==> src/hdl/vat_pkg.sv <==
`timescale 1ns / 1ps
package vat_pkg;

  // Number format and derived sizes.
  localparam int FRAC_BITS   = 16;
  localparam int WORD_BITS   = 32;
  localparam int LEN_BITS    = 31;
  localparam int DIV_STEPS   = LEN_BITS + FRAC_BITS;
  localparam int DIV_LAT     = DIV_STEPS + 1;
  localparam int PROD_BITS   = 2 * WORD_BITS - 1;
  localparam int MAG_BITS    = PROD_BITS - FRAC_BITS;
  localparam int QUEUE_DEPTH = 4;

  localparam logic [WORD_BITS-1:0] WORD_MAX = {1'b0, {(WORD_BITS-1){1'b1}}};
  localparam logic [WORD_BITS-1:0] WORD_MIN = {1'b1, {(WORD_BITS-1){1'b0}}};

  // Alignment codes.
  localparam logic [3:0] ALIGN_UNKNOWN   = 4'd0;
  localparam logic [3:0] ALIGN_NONE      = 4'd1;
  localparam logic [3:0] ALIGN_XMIN_YMIN = 4'd2;
  localparam logic [3:0] ALIGN_XMID_YMIN = 4'd3;
  localparam logic [3:0] ALIGN_XMAX_YMIN = 4'd4;
  localparam logic [3:0] ALIGN_XMIN_YMID = 4'd5;
  localparam logic [3:0] ALIGN_XMID_YMID = 4'd6;
  localparam logic [3:0] ALIGN_XMAX_YMID = 4'd7;
  localparam logic [3:0] ALIGN_XMIN_YMAX = 4'd8;
  localparam logic [3:0] ALIGN_XMID_YMAX = 4'd9;
  localparam logic [3:0] ALIGN_XMAX_YMAX = 4'd10;

  // Fit mode code; every other code behaves as meet.
  localparam logic [1:0] FIT_SLICE = 2'd2;

  typedef enum logic [1:0] {
    PLACE_MIN,
    PLACE_MID,
    PLACE_MAX
  } place_t;

  typedef struct packed {
    logic [LEN_BITS-1:0]         viewport_width;
    logic [LEN_BITS-1:0]         viewport_height;
    logic signed [WORD_BITS-1:0] box_x;
    logic signed [WORD_BITS-1:0] box_y;
    logic [LEN_BITS-1:0]         box_width;
    logic [LEN_BITS-1:0]         box_height;
    logic [3:0]                  align_mode;
    logic [1:0]                  fit_mode;
  } vat_req_t;

  typedef struct packed {
    logic signed [WORD_BITS-1:0] scale_x;
    logic signed [WORD_BITS-1:0] scale_y;
    logic signed [WORD_BITS-1:0] shift_x;
    logic signed [WORD_BITS-1:0] shift_y;
    logic                        saturated;
  } vat_rsp_t;

  // Classified work item handed from the front end to the back end.
  typedef struct packed {
    logic [WORD_BITS-1:0]        scale_x;
    logic [WORD_BITS-1:0]        scale_y;
    logic signed [WORD_BITS-1:0] box_x;
    logic signed [WORD_BITS-1:0] box_y;
    logic [LEN_BITS-1:0]         view_len;
    logic [LEN_BITS-1:0]         box_len;
    logic                        adjust;
    logic                        adj_y;
    place_t                      place;
    logic                        sat;
  } vat_job_t;

  typedef struct packed {
    logic                        sat;
    logic signed [WORD_BITS-1:0] value;
  } sat_word_t;

  // Placement of the slack on one axis for a given alignment.
  function automatic place_t align_place(input logic [3:0] align, input logic vertical);
    place_t col;
    place_t row;
    col = PLACE_MID;
    row = PLACE_MID;
    unique case (align)
      ALIGN_XMIN_YMIN: begin col = PLACE_MIN; row = PLACE_MIN; end
      ALIGN_XMID_YMIN: begin col = PLACE_MID; row = PLACE_MIN; end
      ALIGN_XMAX_YMIN: begin col = PLACE_MAX; row = PLACE_MIN; end
      ALIGN_XMIN_YMID: begin col = PLACE_MIN; row = PLACE_MID; end
      ALIGN_XMID_YMID: begin col = PLACE_MID; row = PLACE_MID; end
      ALIGN_XMAX_YMID: begin col = PLACE_MAX; row = PLACE_MID; end
      ALIGN_XMIN_YMAX: begin col = PLACE_MIN; row = PLACE_MAX; end
      ALIGN_XMID_YMAX: begin col = PLACE_MID; row = PLACE_MAX; end
      ALIGN_XMAX_YMAX: begin col = PLACE_MAX; row = PLACE_MAX; end
      default:         begin col = PLACE_MID; row = PLACE_MID; end
    endcase
    return vertical ? row : col;
  endfunction

  // Rounds a product magnitude to the word, applies the sign and saturates.
  function automatic sat_word_t mul_round(input logic [PROD_BITS-1:0] prod, input logic neg);
    logic [PROD_BITS-1:0] biased;
    logic [MAG_BITS-1:0]  mag;
    logic [MAG_BITS-1:0]  lim;
    sat_word_t            r;
    biased = prod + (PROD_BITS'(1) << (FRAC_BITS - 1));
    mag    = biased[PROD_BITS-1:FRAC_BITS];
    lim    = MAG_BITS'(WORD_MAX) + MAG_BITS'(neg);
    r.sat  = mag > lim;
    if (r.sat) begin
      r.value = neg ? WORD_MIN : WORD_MAX;
    end else begin
      r.value = neg ? (~mag[WORD_BITS-1:0] + 1'b1) : mag[WORD_BITS-1:0];
    end
    return r;
  endfunction

  // Clamps a value two bits wider than the word into the word range.
  function automatic sat_word_t clamp_word(input logic signed [WORD_BITS+1:0] v);
    sat_word_t r;
    r.sat = !((v[WORD_BITS+1:WORD_BITS-1] == 3'b000) ||
              (v[WORD_BITS+1:WORD_BITS-1] == 3'b111));
    if (r.sat) begin
      r.value = v[WORD_BITS+1] ? WORD_MIN : WORD_MAX;
    end else begin
      r.value = v[WORD_BITS-1:0];
    end
    return r;
  endfunction

  // Halves a value, rounding ties away from zero.
  function automatic logic [WORD_BITS-1:0] halve_word(input logic [WORD_BITS-1:0] v);
    logic [WORD_BITS:0] m;
    logic [WORD_BITS:0] h;
    logic [WORD_BITS:0] r;
    m = v[WORD_BITS-1] ? (~{1'b1, v} + 1'b1) : {1'b0, v};
    h = (m + 1'b1) >> 1;
    r = v[WORD_BITS-1] ? (~h + 1'b1) : h;
    return r[WORD_BITS-1:0];
  endfunction

  function automatic logic [WORD_BITS-1:0] place_offset(input logic [WORD_BITS-1:0] slack,
                                                        input place_t p);
    logic [WORD_BITS-1:0] r;
    unique case (p)
      PLACE_MIN: r = '0;
      PLACE_MID: r = halve_word(slack);
      PLACE_MAX: r = slack;
      default:   r = '0;
    endcase
    return r;
  endfunction

endpackage

==> src/hdl/vat_queue.sv <==
`timescale 1ns / 1ps
module vat_queue #(
  parameter int DEPTH = vat_pkg::QUEUE_DEPTH
) (
  input  logic              clk,
  input  logic              rst,
  input  logic              push,
  input  vat_pkg::vat_job_t din,
  input  logic              pop,
  output vat_pkg::vat_job_t dout,
  output logic              full,
  output logic              empty
);
  import vat_pkg::*;

  localparam int PTR_BITS = (DEPTH > 1) ? $clog2(DEPTH) : 1;
  localparam int CNT_BITS = $clog2(DEPTH + 1);

  vat_job_t            mem [DEPTH];
  logic [PTR_BITS-1:0] wr_ptr;
  logic [PTR_BITS-1:0] rd_ptr;
  logic [CNT_BITS-1:0] count;

  assign full  = count == CNT_BITS'(DEPTH);
  assign empty = count == '0;
  assign dout  = mem[rd_ptr];

  // Storage write.
  always_ff @(posedge clk) begin
    if (push) begin
      mem[wr_ptr] <= din;
    end
  end

  // Pointers and fill count.
  always_ff @(posedge clk) begin
    if (rst) begin
      wr_ptr <= '0;
      rd_ptr <= '0;
      count  <= '0;
    end else begin
      if (push) begin
        wr_ptr <= (wr_ptr == PTR_BITS'(DEPTH - 1)) ? '0 : wr_ptr + 1'b1;
      end
      if (pop) begin
        rd_ptr <= (rd_ptr == PTR_BITS'(DEPTH - 1)) ? '0 : rd_ptr + 1'b1;
      end
      if (push && !pop) begin
        count <= count + 1'b1;
      end else if (pop && !push) begin
        count <= count - 1'b1;
      end
    end
  end

  a_no_overflow: assert property (@(posedge clk) disable iff (rst) push |-> !full)
    else $error("queue written while full");
  a_no_underflow: assert property (@(posedge clk) disable iff (rst) pop |-> !empty)
    else $error("queue read while empty");
  a_count_range: assert property (@(posedge clk) disable iff (rst)
    count <= CNT_BITS'(DEPTH))
    else $error("queue count out of range");
  a_fills: assert property (@(posedge clk) disable iff (rst)
    (push && !pop && count == CNT_BITS'(DEPTH - 1)) |=> full)
    else $error("queue did not report full");

endmodule

==> config.mk <==
export PLATFORM = sky130hd
export DESIGN_NAME = vat_queue
export DESIGN_NICKNAME = d
export VERILOG_FILES = /design/src/hdl/vat_pkg.sv /design/src/hdl/vat_queue.sv
export SDC_FILE = /design/constraint.sdc
export NUM_CORES = 1
export LEC_CHECK = 0
export BUFFER_PORTS_ARGS = -buffer_cell sky130_fd_sc_hd__buf_2
export CORE_MARGIN = 2
export CORE_UTILIZATION = 35
export DETAILED_ROUTE_END_ITERATION = 12
export PLACE_DENSITY = 0.61
export SYNTH_ARGS = -nofsm -noshare
export SYNTH_HDL_FRONTEND = slang
export SYNTH_SLANG_ARGS = --single-unit
==> constraint.sdc <==
create_clock -name clk -period 6.9 [get_ports clk]
set_input_delay 0.345 -clock clk [delete_from_list [all_inputs] [get_ports clk]]
set_output_delay 0.345 -clock clk [all_outputs]
set_load 0.02 [all_outputs]
==> out/results.ini <==
[outcome]
status=finished clean

[global_route]
grt_util_all_layers_pct=13.7
grt_pass1_wl_um=87200
grt_antenna_before_repair=1
grt-ovfl-total=0
grt_max_degree=114
grt_pass1_vias=14900

[clocking]
numCtsBuffers=83
insertion_delay_ns=0.61
clockBufferDepth=3
htreeDepth=3
cts_root_buffer=clkbuf_16
cts_sinks=789
post_cts_buffers=0
cts_tree=done
path_clk_slew_ns=0.06

[cells_and_area]
fin_util_pct=45.0
insertedDiodeCount=0
synthToLayoutAreaGrowth_pct=27.0
mostFrequentLayoutCells=edfxtp_1, buf_2, dlygate4sd3_1, mux4_2, clkbuf_16
nNetsFinal=1913
fillers=6888
drive_above_1_share_pct=40.6
multi_input_area_um2=4650
ff_latch_area_um2=23600
final_common_cell=edfxtp_1

[die]
die_x_um=290
rows=104
dieHeight_um=290
num_io_pins=396
core-area_um2=80700
start_util_pct=35.4
dieArea_um2=84000

[place]
portBuffers=395
hpwl_um=32800
pre_cts_slack_ns=4.29
gp_congestion=0.707

[routing]
wirelength_um=59100
drtIter0Drc=753
wl_per_cell_um=20.9
postRouteAntennaNets=0
dr.pass1.iters=5
drt-vias-per-instance=4.77
vias=13500
drc=0

[setup_path]
endpoint=dout[118]
start_kind=flop
critPathKind=reg2out
r2r_start=wr_ptr[0]
r2r-end=mem[1][115]
cp_data_arrival_time_ns=2.77
worstPathCellList=buf_12, mux4_2, buf_2
crit_slowest_cell=mux4_2
reg2reg_slack_ns=4.35
crit_path_end_kind=output pin
crit_fanout=94
cp_slowest_stage_delay_ns=0.71
r2r_cells=3
cp.required_ns=6.55

[sta]
drv_slew=0
setup_violations=0
timing.final.ws_setup_ns=3.79
fmax_ghz=0.322
hold_viol_final=0
min_period_over_period_pct=45.1
final.setup.tns_ns=0
finalCriticalPeriod_ns=3.11
slew_headroom_pct=31.4
tightest_slew_ns=1.03
finClkSkew_ns=0.0267
rsz0062_at_grt=no

[logic_synthesis]
syn_area_um2=28600
synth_warnings=0
syn_area_per_cell_um2=26.9
ys_ff_latch=789
syn-num-nets=1269
yosysSeqAreaShare_pct=82.6
synth_cell_types=18
synthCells=1063

[run]
drv_cap=0

[min_path]
hp-class=in2reg

[power]
ir_worst_vdd_mv=0.211
power_density_nw_per_um2=299
power_leakage_nw=12.1

[layout make-up]
class,count,area share [%]
sequential,789,65.1
multi-input combinational,226,12.8
timing repair buffer,603,11.3
clock buffer,102,6.04
tap,1060,3.66
clock inverter,43,1.05
inverter,4,0.0414
[worst max-delay path: cells and delay by family (launching register included)]
family	cells	cell delay, ns
flops	1	0.53
mux	1	0.71
buf+inv	2	0.80
[per-layer routing]
layer  global-route usage, %  wire, um  vias up
li1                        -         -     5924
met1                    17.3     24300     7083
met2                    23.1     29400      374
met3                    3.66      3860       94
met4                    4.58      1530        2
met5                       0        13        -
[synthesized netlist by cell type, drive strengths merged]
cell,n,area share [%]
nor3,1,0.017
clkbuf,5,0.066
buf,39,1.1
or3,1,0.022
mux4,195,15
edfxtp,780,82
fa,1,0.070
dfxtp,9,0.63
mux2i,4,0.14
and2,4,0.088
nor2,7,0.092
a21oi,2,0.035
nor3b,2,0.053
inv,4,0.053
o21ai,1,0.017
xor2,2,0.061
ha,6,0.26
[stage by stage]
| step | std cells | hold WS, ns | cell area, um2 | power, mW |
|---|---|---|---|---|
| global placement | 2486 | 0.479 | 31800 | 6.65 |
| global route | 2827 | 0.0883 | 36300 | 11.3 |
| floorplan | 1063 | 0.414 | 28600 | 6.30 |
| finish | 2827 | 0.0740 | 36300 | 10.9 |
| detailed placement | 2486 | 0.504 | 31800 | 6.67 |
| CTS | 2827 | 0.0124 | 36300 | 11.0 |
[logic make-up (layout without fill, tap and decap cells)]
logic type      Yosys count  in the layout  share of synthesized area (%)
buf+inv                  48            752                           1.20
simple gates             15             15                          0.271
flops                   789            789                           82.6
compound gates            3              3                         0.0525
mux                     199            199                           15.5
xor+xnor                  2              2                         0.0613
fa+ha+maj                 7              7                          0.333
[power breakdown]
part	internal (mW)	switching, mW	total (mW)
registers	5.50	0.0509	5.55
logic	0.454	0.636	1.09
clock network	2.45	1.78	4.22
total	8.40	2.46	10.9
[sequential cells by signal, indices dropped and copies added (netlist names), named ones only]
signal and count:
wr_ptr 2, rd_ptr 2, mem 780, count 3
[what timing repair did]
item / in CTS / in global routing
hold endpoints to repair: 789 / 0
resized for setup: 0 / 0
setup endpoints to repair: 0 / 0
hold buffers: 196 / 0
[worst min-delay path by stage]
stage	startpoint	end	slack, ns	depth (start not counted)
after CTS	pop	rd_ptr[1]	0.01	3
after floorplan	rst	count[2]	0.41	1
final	pop	rd_ptr[1]	0.07	3
after detailed placement	count[2]	count[2]	0.50	2
after global routing	pop	rd_ptr[1]	0.09	3
after global placement	count[2]	count[2]	0.48	2
(Power assumes the default switching activity.)
